==> src/design/fec_pkg.sv <==
// Shared types, codes and constants of the encoder frame check and freshness core.
// Depends on nothing; every other design file refers to it by scoped names.
package fec_pkg;

  localparam int ANGLE_BITS_DEF = 14;
  localparam int AGE_BITS_DEF   = 16;

  localparam int OP_BITS     = 3;
  localparam int STATUS_BITS = 4;
  localparam int CRC_BITS    = 6;
  localparam int PP_BITS     = 6;
  localparam int COUNT_BITS  = 32;
  localparam int CFG_IDX_BITS = 2;

  localparam logic [CRC_BITS-1:0]    CRC_POLY   = 6'h03;
  localparam logic [STATUS_BITS-1:0] STATUS_BAD = 4'hB;

  // Configuration register indexes.
  localparam logic [CFG_IDX_BITS-1:0] CFG_MAX_SAMPLE_AGE = 2'd0;
  localparam logic [CFG_IDX_BITS-1:0] CFG_PAIR_COUNT     = 2'd1;
  localparam logic [CFG_IDX_BITS-1:0] CFG_ANGLE_OFFSET   = 2'd2;

  typedef enum logic [OP_BITS-1:0] {
    OP_FRAME_DONE = 3'd0,
    OP_XFER_ERROR = 3'd1,
    OP_TICK       = 3'd2,
    OP_START      = 3'd3,
    OP_STOP       = 3'd4
  } op_t;

  typedef struct packed {
    logic                   good;
    logic [STATUS_BITS-1:0] status;
  } frame_chk_t;

  // x^k mod (x^6 + x + 1): CRC contribution of a single set message bit.
  function automatic logic [CRC_BITS-1:0] crc_col(input int unsigned k);
    logic [CRC_BITS-1:0] r;
    r = CRC_BITS'(1);
    for (int unsigned j = 0; j < k; j++) begin
      r = {r[CRC_BITS-2:0], 1'b0} ^ (r[CRC_BITS-1] ? CRC_POLY : '0);
    end
    return r;
  endfunction

endpackage

==> src/design/fec_in_if.sv <==
// Input channel of the frame check core: event code and received frame word.
// Depends on fec_pkg for field widths.
interface fec_in_if #(
  parameter int ANGLE_BITS = fec_pkg::ANGLE_BITS_DEF
);
  logic                             valid;
  logic                             ready;
  logic [fec_pkg::OP_BITS-1:0]      operation;
  logic [ANGLE_BITS+9:0]            frame_word;

  modport source (output valid, operation, frame_word, input ready);
  modport sink   (input valid, operation, frame_word, output ready);
endinterface

==> src/design/fec_out_if.sv <==
// Result channel of the frame check core: event flags, health, status, angle, age and counter outputs.
// Depends on fec_pkg for field widths.
interface fec_out_if #(
  parameter int ANGLE_BITS = fec_pkg::ANGLE_BITS_DEF,
  parameter int AGE_BITS   = fec_pkg::AGE_BITS_DEF
);
  logic                               valid;
  logic                               ready;
  logic                               request_transfer;
  logic                               frame_accepted;
  logic                               frame_rejected;
  logic                               healthy;
  logic [ANGLE_BITS-1:0]              angle_code;
  logic [fec_pkg::STATUS_BITS-1:0]    status_bits;
  logic signed [ANGLE_BITS:0]         mech_angle;
  logic signed [ANGLE_BITS+6:0]       elec_pos;
  logic [AGE_BITS-1:0]                sample_age;
  logic [fec_pkg::COUNT_BITS-1:0]     sample_count;
  logic [fec_pkg::COUNT_BITS-1:0]     error_count;

  modport source (output valid, request_transfer, frame_accepted, frame_rejected, healthy,
                  angle_code, status_bits, mech_angle, elec_pos, sample_age,
                  sample_count, error_count, input ready);
  modport sink   (input valid, request_transfer, frame_accepted, frame_rejected, healthy,
                  angle_code, status_bits, mech_angle, elec_pos, sample_age,
                  sample_count, error_count, output ready);
endinterface

==> src/design/fec_frame_chk.sv <==
// Frame checker: CRC-6 over angle and status, pattern and status checks.
// Depends on fec_pkg for the polynomial, status mask and result struct.
module fec_frame_chk #(
  parameter int ANGLE_BITS = fec_pkg::ANGLE_BITS_DEF
) (
  input  logic [ANGLE_BITS+9:0] frame_word,
  output fec_pkg::frame_chk_t   chk
);

  localparam int FRAME_BITS = ANGLE_BITS + 10;
  localparam int DATA_BITS  = ANGLE_BITS + fec_pkg::STATUS_BITS;
  localparam int CB         = fec_pkg::CRC_BITS;

  logic [DATA_BITS-1:0] data;
  logic [CB-1:0]        term [DATA_BITS];
  logic [CB-1:0]        crc;
  logic [fec_pkg::STATUS_BITS-1:0] status;

  assign data   = frame_word[FRAME_BITS-1:CB];
  assign status = frame_word[CB+fec_pkg::STATUS_BITS-1:CB];

  // CRC is linear with zero start: XOR the column of every set bit.
  for (genvar gi = 0; gi < DATA_BITS; gi++) begin : g_col
    localparam logic [CB-1:0] COL = fec_pkg::crc_col(gi + CB);
    assign term[gi] = data[gi] ? COL : '0;
  end

  always_comb begin
    crc = '0;
    for (int i = 0; i < DATA_BITS; i++) begin
      crc = crc ^ term[i];
    end
  end

  always_comb begin
    chk.status = status;
    chk.good   = (frame_word != '0) && (frame_word != '1) &&
                 (crc == frame_word[CB-1:0]) &&
                 ((status & fec_pkg::STATUS_BAD) == '0);
  end

endmodule

==> src/design/encoder_frame_check_and_freshness_core.sv <==
// Top level of the encoder frame check and freshness core.
// Depends on fec_pkg, fec_in_if, fec_out_if and fec_frame_chk.
//
// Usage:
//   in_if carries one event word per handshake: an operation code (frame done,
//   transfer error, service tick, start, stop) and, for frame done, the
//   received frame. out_if returns exactly one result word per event: event
//   flags, health, stored angle, status, mechanical and electrical angle,
//   sample age and the two counters, all taken after the event's update.
//   cfg_we/cfg_index/cfg_data write max_sample_age, pair_count, angle_offset;
//   write them only while no event is in flight.
// Path: input register, then one pass of check, state update and multiply
//   into the result register.
// Throughput: one word per cycle while out_if.ready is high or the result
//   register is empty; the one-pass update path sets the rate.
// Reset (rst_n low, synchronous): stopped, no sample, age all ones,
//   counters zero, configuration back to 3 / 1 / 0, both stages empty.
// Stall: when a result waits and out_if.ready is low the result register holds;
//   an empty input register still takes one more word, after which in_if.ready drops.
module encoder_frame_check_and_freshness_core #(
  parameter int ANGLE_BITS = fec_pkg::ANGLE_BITS_DEF,
  parameter int AGE_BITS   = fec_pkg::AGE_BITS_DEF,
  localparam int CFG_W = (AGE_BITS > ANGLE_BITS) ?
                         ((AGE_BITS > fec_pkg::PP_BITS) ? AGE_BITS : fec_pkg::PP_BITS) :
                         ((ANGLE_BITS > fec_pkg::PP_BITS) ? ANGLE_BITS : fec_pkg::PP_BITS)
) (
  input  logic                              clk,
  input  logic                              rst_n,
  fec_in_if.sink                            in_if,
  fec_out_if.source                         out_if,
  input  logic                              cfg_we,
  input  logic [fec_pkg::CFG_IDX_BITS-1:0]  cfg_index,
  input  logic [CFG_W-1:0]                  cfg_data
);

  localparam int A  = ANGLE_BITS;
  localparam int SB = fec_pkg::STATUS_BITS;
  localparam int CB = fec_pkg::CRC_BITS;
  localparam int PB = fec_pkg::PP_BITS;
  localparam int NB = fec_pkg::COUNT_BITS;
  localparam logic [A:0]          TURN_V = (A+1)'(1) << A;
  localparam logic [A:0]          HALF_V = (A+1)'(1) << (A-1);
  localparam logic [AGE_BITS-1:0] AGE_MAX = '1;

  // Configuration registers.
  logic [AGE_BITS-1:0] max_age_r;
  logic [PB-1:0]       pair_count_r;
  logic [A-1:0]        offset_r;

  always_ff @(posedge clk) begin
    if (!rst_n) begin
      max_age_r    <= AGE_BITS'(3);
      pair_count_r <= PB'(1);
      offset_r     <= '0;
    end else if (cfg_we) begin
      case (cfg_index)
        fec_pkg::CFG_MAX_SAMPLE_AGE: max_age_r    <= cfg_data[AGE_BITS-1:0];
        fec_pkg::CFG_PAIR_COUNT:     pair_count_r <= cfg_data[PB-1:0];
        fec_pkg::CFG_ANGLE_OFFSET:   offset_r     <= cfg_data[A-1:0];
        default: ;
      endcase
    end
  end

  // Input register stage.
  logic               s1_valid_r;
  fec_pkg::op_t       s1_op_r;
  logic [A+9:0]       s1_frame_r;
  logic               out_valid_r;
  logic               advance;
  logic               fire;

  assign advance     = !out_valid_r || out_if.ready;
  assign fire        = s1_valid_r && advance;
  assign in_if.ready = !s1_valid_r || advance;

  always_ff @(posedge clk) begin
    if (!rst_n) begin
      s1_valid_r <= 1'b0;
    end else if (in_if.ready) begin
      s1_valid_r <= in_if.valid;
    end
  end

  always_ff @(posedge clk) begin
    if (in_if.valid && in_if.ready) begin
      s1_op_r    <= fec_pkg::op_t'(in_if.operation);
      s1_frame_r <= in_if.frame_word;
    end
  end

  fec_pkg::frame_chk_t chk;

  fec_frame_chk #(.ANGLE_BITS(A)) u_chk (
    .frame_word (s1_frame_r),
    .chk        (chk)
  );

  // Tracker state.
  logic            running_r, running_nxt;
  logic            busy_r, busy_nxt;
  logic            present_r, present_nxt;
  logic [SB-1:0]   status_r, status_nxt;
  logic [AGE_BITS-1:0] age_r, age_nxt;
  logic [A-1:0]    angle_r, angle_nxt;
  logic [NB-1:0]   good_r, good_nxt;
  logic [NB-1:0]   bad_r, bad_nxt;
  logic            req_nxt, acc_nxt, rej_nxt;

  always_comb begin
    running_nxt = running_r;
    busy_nxt    = busy_r;
    present_nxt = present_r;
    status_nxt  = status_r;
    age_nxt     = age_r;
    angle_nxt   = angle_r;
    good_nxt    = good_r;
    bad_nxt     = bad_r;
    req_nxt     = 1'b0;
    acc_nxt     = 1'b0;
    rej_nxt     = 1'b0;
    case (s1_op_r)
      fec_pkg::OP_FRAME_DONE: begin
        busy_nxt   = 1'b0;
        status_nxt = chk.status;
        if (chk.good) begin
          angle_nxt   = s1_frame_r[A+9:SB+CB];
          age_nxt     = '0;
          present_nxt = 1'b1;
          good_nxt    = good_r + NB'(1);
          acc_nxt     = 1'b1;
        end else begin
          bad_nxt = bad_r + NB'(1);
          rej_nxt = 1'b1;
        end
      end
      fec_pkg::OP_XFER_ERROR: begin
        busy_nxt = 1'b0;
        bad_nxt  = bad_r + NB'(1);
        rej_nxt  = 1'b1;
      end
      fec_pkg::OP_TICK: begin
        if (running_r) begin
          // Age only while a sample is held; saturate at all ones.
          if (present_r && age_r != AGE_MAX) begin
            age_nxt = age_r + AGE_BITS'(1);
          end
          req_nxt  = !busy_r;
          busy_nxt = 1'b1;
        end
      end
      fec_pkg::OP_START: begin
        if (!running_r) begin
          running_nxt = 1'b1;
          present_nxt = 1'b0;
          age_nxt     = AGE_MAX;
          busy_nxt    = 1'b1;
          req_nxt     = 1'b1;
        end
      end
      fec_pkg::OP_STOP: begin
        running_nxt = 1'b0;
        busy_nxt    = 1'b0;
        present_nxt = 1'b0;
        age_nxt     = AGE_MAX;
      end
      default: ;
    endcase
  end

  always_ff @(posedge clk) begin
    if (!rst_n) begin
      running_r <= 1'b0;
      busy_r    <= 1'b0;
      present_r <= 1'b0;
      status_r  <= '0;
      age_r     <= AGE_MAX;
      angle_r   <= '0;
      good_r    <= '0;
      bad_r     <= '0;
    end else if (fire) begin
      running_r <= running_nxt;
      busy_r    <= busy_nxt;
      present_r <= present_nxt;
      status_r  <= status_nxt;
      age_r     <= age_nxt;
      angle_r   <= angle_nxt;
      good_r    <= good_nxt;
      bad_r     <= bad_nxt;
    end
  end

  // Angle outputs from the updated stored angle: reverse direction; mech wraps to half
  // a turn, elec subtracts the zero offset from the unwrapped angle and scales by pole pairs.
  logic [A:0]          rev;
  logic [A:0]          mech;
  logic [A+1:0]        diff;
  logic signed [A+8:0] elec_full;

  always_comb begin
    rev       = TURN_V - {1'b0, angle_nxt};
    mech      = (rev > HALF_V) ? (rev - TURN_V) : rev;
    diff      = {1'b0, rev} - {2'b00, offset_r};
    elec_full = $signed({{7{diff[A+1]}}, diff}) * $signed({{(A+3){1'b0}}, pair_count_r});
  end

  // Result register.
  always_ff @(posedge clk) begin
    if (!rst_n) begin
      out_valid_r <= 1'b0;
    end else if (advance) begin
      out_valid_r <= s1_valid_r;
    end
  end

  always_ff @(posedge clk) begin
    if (fire) begin
      out_if.request_transfer <= req_nxt;
      out_if.frame_accepted   <= acc_nxt;
      out_if.frame_rejected   <= rej_nxt;
      out_if.healthy          <= running_nxt && present_nxt && (age_nxt <= max_age_r);
      out_if.angle_code       <= angle_nxt;
      out_if.status_bits      <= status_nxt;
      out_if.mech_angle       <= $signed(mech);
      out_if.elec_pos         <= elec_full[A+6:0];
      out_if.sample_age       <= age_nxt;
      out_if.sample_count     <= good_nxt;
      out_if.error_count      <= bad_nxt;
    end
  end

  assign out_if.valid = out_valid_r;

  // A word may not be both accepted and rejected.
  assert property (@(posedge clk) disable iff (!rst_n)
    out_valid_r |-> !(out_if.frame_accepted && out_if.frame_rejected))
    else $error("result flags both accepted and rejected");

  // An accepted frame restarts the sample age.
  assert property (@(posedge clk) disable iff (!rst_n)
    (out_valid_r && out_if.frame_accepted) |-> (out_if.sample_age == '0))
    else $error("accepted frame did not clear sample age");

  // A word moving out of the input register lands in the result register.
  assert property (@(posedge clk) disable iff (!rst_n)
    fire |=> out_valid_r)
    else $error("result word lost after update pass");

  // A launched transfer leaves the transfer marked busy.
  assert property (@(posedge clk) disable iff (!rst_n)
    (fire && req_nxt) |=> busy_r)
    else $error("transfer launched without busy mark");

endmodule
==> src/flat_wrapper.sv <==
// flat-port wrapper written by rule: the top's interface ports become plain ports
module encoder_frame_check_and_freshness_core_flat 
#(
  parameter int ANGLE_BITS = fec_pkg::ANGLE_BITS_DEF,
  parameter int AGE_BITS   = fec_pkg::AGE_BITS_DEF,
  localparam int CFG_W = (AGE_BITS > ANGLE_BITS) ?
                         ((AGE_BITS > fec_pkg::PP_BITS) ? AGE_BITS : fec_pkg::PP_BITS) :
                         ((ANGLE_BITS > fec_pkg::PP_BITS) ? ANGLE_BITS : fec_pkg::PP_BITS)
)
  (clk, rst_n, cfg_we, cfg_index, cfg_data, in_if_valid, in_if_operation, in_if_frame_word, in_if_ready, out_if_valid, out_if_request_transfer, out_if_frame_accepted, out_if_frame_rejected, out_if_healthy, out_if_angle_code, out_if_status_bits, out_if_mech_angle, out_if_elec_pos, out_if_sample_age, out_if_sample_count, out_if_error_count, out_if_ready);
  fec_in_if #(.ANGLE_BITS(ANGLE_BITS)) in_if_i ();
  fec_out_if #(.ANGLE_BITS(ANGLE_BITS), .AGE_BITS(AGE_BITS)) out_if_i ();
  input  logic clk;
  input  logic rst_n;
  input  logic cfg_we;
  input  logic [fec_pkg::CFG_IDX_BITS-1:0] cfg_index;
  input  logic [CFG_W-1:0] cfg_data;
  input wire logic [$bits(in_if_i.valid)-1:0] in_if_valid;
  input wire logic [$bits(in_if_i.operation)-1:0] in_if_operation;
  input wire logic [$bits(in_if_i.frame_word)-1:0] in_if_frame_word;
  output wire logic [$bits(in_if_i.ready)-1:0] in_if_ready;
  output wire logic [$bits(out_if_i.valid)-1:0] out_if_valid;
  output wire logic [$bits(out_if_i.request_transfer)-1:0] out_if_request_transfer;
  output wire logic [$bits(out_if_i.frame_accepted)-1:0] out_if_frame_accepted;
  output wire logic [$bits(out_if_i.frame_rejected)-1:0] out_if_frame_rejected;
  output wire logic [$bits(out_if_i.healthy)-1:0] out_if_healthy;
  output wire logic [$bits(out_if_i.angle_code)-1:0] out_if_angle_code;
  output wire logic [$bits(out_if_i.status_bits)-1:0] out_if_status_bits;
  output wire logic [$bits(out_if_i.mech_angle)-1:0] out_if_mech_angle;
  output wire logic [$bits(out_if_i.elec_pos)-1:0] out_if_elec_pos;
  output wire logic [$bits(out_if_i.sample_age)-1:0] out_if_sample_age;
  output wire logic [$bits(out_if_i.sample_count)-1:0] out_if_sample_count;
  output wire logic [$bits(out_if_i.error_count)-1:0] out_if_error_count;
  input wire logic [$bits(out_if_i.ready)-1:0] out_if_ready;
  assign in_if_i.valid = in_if_valid;
  assign in_if_i.operation = in_if_operation;
  assign in_if_i.frame_word = in_if_frame_word;
  assign in_if_ready = in_if_i.ready;
  assign out_if_valid = out_if_i.valid;
  assign out_if_request_transfer = out_if_i.request_transfer;
  assign out_if_frame_accepted = out_if_i.frame_accepted;
  assign out_if_frame_rejected = out_if_i.frame_rejected;
  assign out_if_healthy = out_if_i.healthy;
  assign out_if_angle_code = out_if_i.angle_code;
  assign out_if_status_bits = out_if_i.status_bits;
  assign out_if_mech_angle = out_if_i.mech_angle;
  assign out_if_elec_pos = out_if_i.elec_pos;
  assign out_if_sample_age = out_if_i.sample_age;
  assign out_if_sample_count = out_if_i.sample_count;
  assign out_if_error_count = out_if_i.error_count;
  assign out_if_i.ready = out_if_ready;
  encoder_frame_check_and_freshness_core #(.ANGLE_BITS(ANGLE_BITS), .AGE_BITS(AGE_BITS)) u_core (.clk(clk), .rst_n(rst_n), .in_if(in_if_i), .out_if(out_if_i), .cfg_we(cfg_we), .cfg_index(cfg_index), .cfg_data(cfg_data));
endmodule
==> config.mk <==
export PLATFORM = sky130hd
export DESIGN_NAME = encoder_frame_check_and_freshness_core_flat
export DESIGN_NICKNAME = d
export VERILOG_FILES = /design/src/design/fec_pkg.sv /design/src/design/fec_in_if.sv /design/src/design/fec_out_if.sv /design/src/design/fec_frame_chk.sv /design/src/design/encoder_frame_check_and_freshness_core.sv /design/src/flat_wrapper.sv
export SDC_FILE = /design/constraint.sdc
export NUM_CORES = 1
export LEC_CHECK = 0
export ABC_AREA = 1
export BUFFER_PORTS_ARGS = -buffer_cell sky130_fd_sc_hd__clkbuf_2
export CORE_AREA = 2 2 297 182
export CTS_BUF_LIST = sky130_fd_sc_hd__clkbuf_8
export CTS_CLUSTER_DIAMETER = 150
export DETAILED_ROUTE_END_ITERATION = 7
export DIE_AREA = 0 0 299 184
export MAX_ROUTING_LAYER = met4
export PLACE_DENSITY_LB_ADDON = 0.15
export SYNTH_ARGS = -nofsm -noshare
export SYNTH_HDL_FRONTEND = slang
export SYNTH_SLANG_ARGS = --single-unit
==> constraint.sdc <==
create_clock -name clk -period 9.4 [get_ports clk]
set_input_delay 0.47 -clock clk [delete_from_list [all_inputs] [get_ports clk]]
set_output_delay 0.47 -clock clk [all_outputs]
set_load 0.02 [all_outputs]
==> flow_summary.rst <==
.. list-table::
   :header-rows: 1

   * - Metric
     - Value
   * - Wire length of the first global-routing pass
     - 80.2 mm
   * - Clock period minus final worst setup slack
     - 8.79 ns
   * - Data arrival time of the worst path
     - 9.13 ns
   * - Initial antenna violation count
     - 0
   * - Source-to-sink clock delay at the later pin of the worst-skew pair
     - 0.61 ns
   * - N_diodes
     - 0
   * - Clock slew at reported path FFs
     - 0.06 ns
   * - DRT Wirelength
     - 50.8 mm
   * - Wire length on met3
     - 3.46 mm
   * - Area Overhead vs Synth
     - 17.0%
   * - Average footprint of a synthesized cell
     - 8.35 um2
   * - Setup TNS
     - 0 ns
   * - Run status
     - finished, final reports clean
   * - Met1 wire length
     - 25.8 mm
   * - Vias per inst
     - 4.73
   * - Syn_nets
     - 2368
   * - Number of nets with antenna violations after detailed routing
     - 0
   * - Static Leakage
     - 10.0 nW
   * - Final Cycle Share
     - 0.935
   * - Area share of the largest cell type after synthesis
     - 0.272
   * - Post-detailed-placement half-perimeter wirelength
     - 38.1 mm
   * - Sequential fraction of the synthesis area
     - 0.425
   * - Final slew viol count
     - 0
   * - Final estimated routing congestion in global placement
     - 0.892
   * - Worst R2R Start
     - u_core.s1_frame_r[9]
   * - Mapped Area
     - 18100 um2
   * - Final worst clock skew
     - 0.0211 ns
   * - Hold Path Stages
     - 1
   * - Detailed Routing Iterations Pass 1
     - 5
   * - Most common library cell in the layout ignoring fill and taps
     - inv_1
   * - Detailed Route Iter0 Violations
     - 1204
   * - Ranking of synthesized cells by area
     - edfxtp_1 27%, dfxtp_1 15%, inv_1 8.0%
   * - Top routing layer in use
     - met4
   * - Overall global routing resource usage
     - 0.190
   * - Deepest level of the CTS H-tree
     - 2
   * - I/O pins
     - 190
   * - Average wire per standard cell
     - 16.2 um
   * - Die width
     - 299 um
   * - Cell mode on critical path
     - nand2_1
   * - Yosys top cell by area
     - edfxtp_1
   * - Overall die area
     - 55000 um2
   * - Global route total overflow
     - 0
   * - Synthesized netlist cell count
     - 2173
   * - Detailed route wirelength on metal2
     - 20.9 mm
   * - CTS Buf Count
     - 50
   * - Classification of the worst setup path
     - reg -> reg
   * - Peak fanout along the critical path
     - 9
   * - Share of async-settable or async-resettable flops after synthesis
     - 0
   * - Clock Sink Count
     - 303
   * - Number of buffer and inverter stages on the critical path
     - 9
   * - Vias post-DR
     - 14.8k
   * - Die height
     - 184 um
   * - Peak VDD IR
     - 0.0000895 V
   * - Launch point of the critical path
     - u_core.s1_frame_r[9]
   * - Setup-failing EPs final
     - 0
   * - Proportion of layout cells with a drive suffix above 1
     - 0.159
   * - Clock tree from TritonCTS
     - done
   * - Synth Flop Type
     - edfxtp_1
   * - Initial core utilization
     - 0.348
   * - Count of synthesis-stage warnings from yosys
     - 0
   * - Post-synthesis register bit count
     - 303
   * - Post-layout net count
     - 2578
   * - Worst max-slew margin expressed relative to the limit
     - 0.275
   * - Worst hold path class
     - in -> reg
   * - Clock tree root driver cell
     - clkbuf_8
   * - Crit path capture type
     - register
   * - Critical path's largest stage delay
     - 0.58 ns
   * - Count of flip-flops with a built-in enable after synthesis
     - 164
   * - Path depth of the worst reg2reg path
     - 47
   * - Vias in the first global route
     - 14.3k
   * - Final Hold Fails
     - 0
   * - Beginning of the worst hold path
     - in_if_frame_word[9]
   * - Core Region
     - 52000 um2
   * - Worst path depth
     - 47
   * - Largest net degree at the start of global routing
     - 109
   * - Cell family with most CP delay
     - adder cells
   * - Distinct cell type count of the synthesized netlist
     - 50
   * - PortBufs
     - 189
   * - Least-Margin Pin Slew
     - 1.08 ns
   * - Total number of placement rows
     - 65
   * - Startpoint types
     - register
   * - Final hold slack
     - 0.0500 ns
   * - Max stage delay cell, worst path
     - fa_1
   * - # DRC
     - 0
   * - Required time reported for the critical path endpoint
     - 9.74 ns
   * - Max-cap violation count
     - 0
   * - Power density over the cells
     - 202 nW/um2
   * - F_max
     - 0.114 GHz
   * - Highest-count cells in the layout ignoring fill and taps
     - 392 x inv_1, 341 x nand2_1, 213 x nor2_1, 189 x clkbuf_2, 180 x o21ai_0
   * - Maximum clock path buffer count
     - 3
[through the flow]
stage	util	power [mW]	setup slack, ns	instances	area [um2]
floorplan	-	2.57	1.42	2173	18100
global placement	0.379	2.90	0.117	3006	19700
detailed placement	0.379	2.91	-0.0465	3006	19700
CTS	0.403	4.26	0.154	3112	21000
global route	0.408	4.59	-0.00820	3128	21200
finish	0.408	4.28	0.608	3128	21200
[state kept, by name (all words and copies together) (netlist names), 6 cells and up]
name and flops:
u_core.out_if.sample_count 32, u_core.pair_count_r 6, u_core.out_if.error_count 32, u_core.good_r 32, u_core.out_if.mech_angle 15, u_core.offset_r 14, u_core.bad_r 32, u_core.out_if.sample_age 16
u_core.age_r 16, u_core.angle_r 14, u_core.out_if.angle_code 13, u_core.max_age_r 16, u_core.out_if.elec_pos 21, u_core.s1_frame_r 24
[layer usage]
metal | vias up | global-route usage
met5 | - | -
met2 | 358 | 0.266
li1 | 7444 | -
met3 | 56 | 0.0416
met1 | 6945 | 0.280
met4 | 0 | 0.0374
[report_power, final]
part	total [mW]	internal, mW	switching [mW]
clock network	1.31	0.727	0.581
registers	1.62	1.55	0.0616
logic	1.36	0.470	0.886
total	4.28	2.75	1.53
[timing repair]
action                                  CTS  global route
hold buffers                             12             0
endpoints found under the setup margin    1             9
pin swaps                                 0             9
resized for setup                         1            27
hold endpoints to repair                 12             0
setup buffers                             0            16
[final timing paths]
check | to | slack [ns]
setup reg to reg | u_core.out_if.elec_pos[20] | 0.61
hold reg to reg | u_core.max_age_r[14] | 0.46
hold / removal | u_core.s1_frame_r[9] | 0.05
setup / recovery | u_core.out_if.elec_pos[20] | 0.61
[kinds of logic after synthesis]
family / count (synthesis) / synth area share
XOR/XNOR: 102 / 0.0493
buffers and inverters: 474 / 0.101
AND/OR/NAND/NOR: 752 / 0.181
adder cells (fa/ha/maj): 145 / 0.126
AO/OA/AOI/OAI: 397 / 0.118
flip-flops: 303 / 0.425
[area by class of cell]
type                       instances  area [um2]
clock inverter                    37         334
inverter                         408        1540
tap                              703         880
fill                            5364       30800
timing repair buffer             224        1240
clock buffer                      57         785
sequential                       303        7710
multi-input combinational       1396        8730
[cell usage after synthesis (2+ instances only)]
cell type / number
or2_2: 11
o21ai_1: 7
o221ai_1: 4
xor2_1: 86
o21bai_1: 4
clkbuf_1: 56
a211oi_1: 5
nor4_1: 12
nand3_1: 64
inv_1: 387
nand2_2: 14
o21ai_0: 183
buf_6: 5
nand3_2: 3
inv_2: 15
buf_2: 4
fa_1: 63
ha_1: 82
nand4_2: 2
nor3_1: 39
edfxtp_1: 164
a21oi_1: 157
a21o_1: 3
nor2_4: 6
clkinv_1: 6
nor2_2: 6
o21ai_2: 6
nand4_1: 25
o211ai_1: 15
xnor2_1: 16
o2111ai_1: 4
nor2_1: 213
dfxtp_1: 139
nand2_1: 343
a41oi_1: 4
nand3b_1: 6
(Power assumes the default switching activity.)
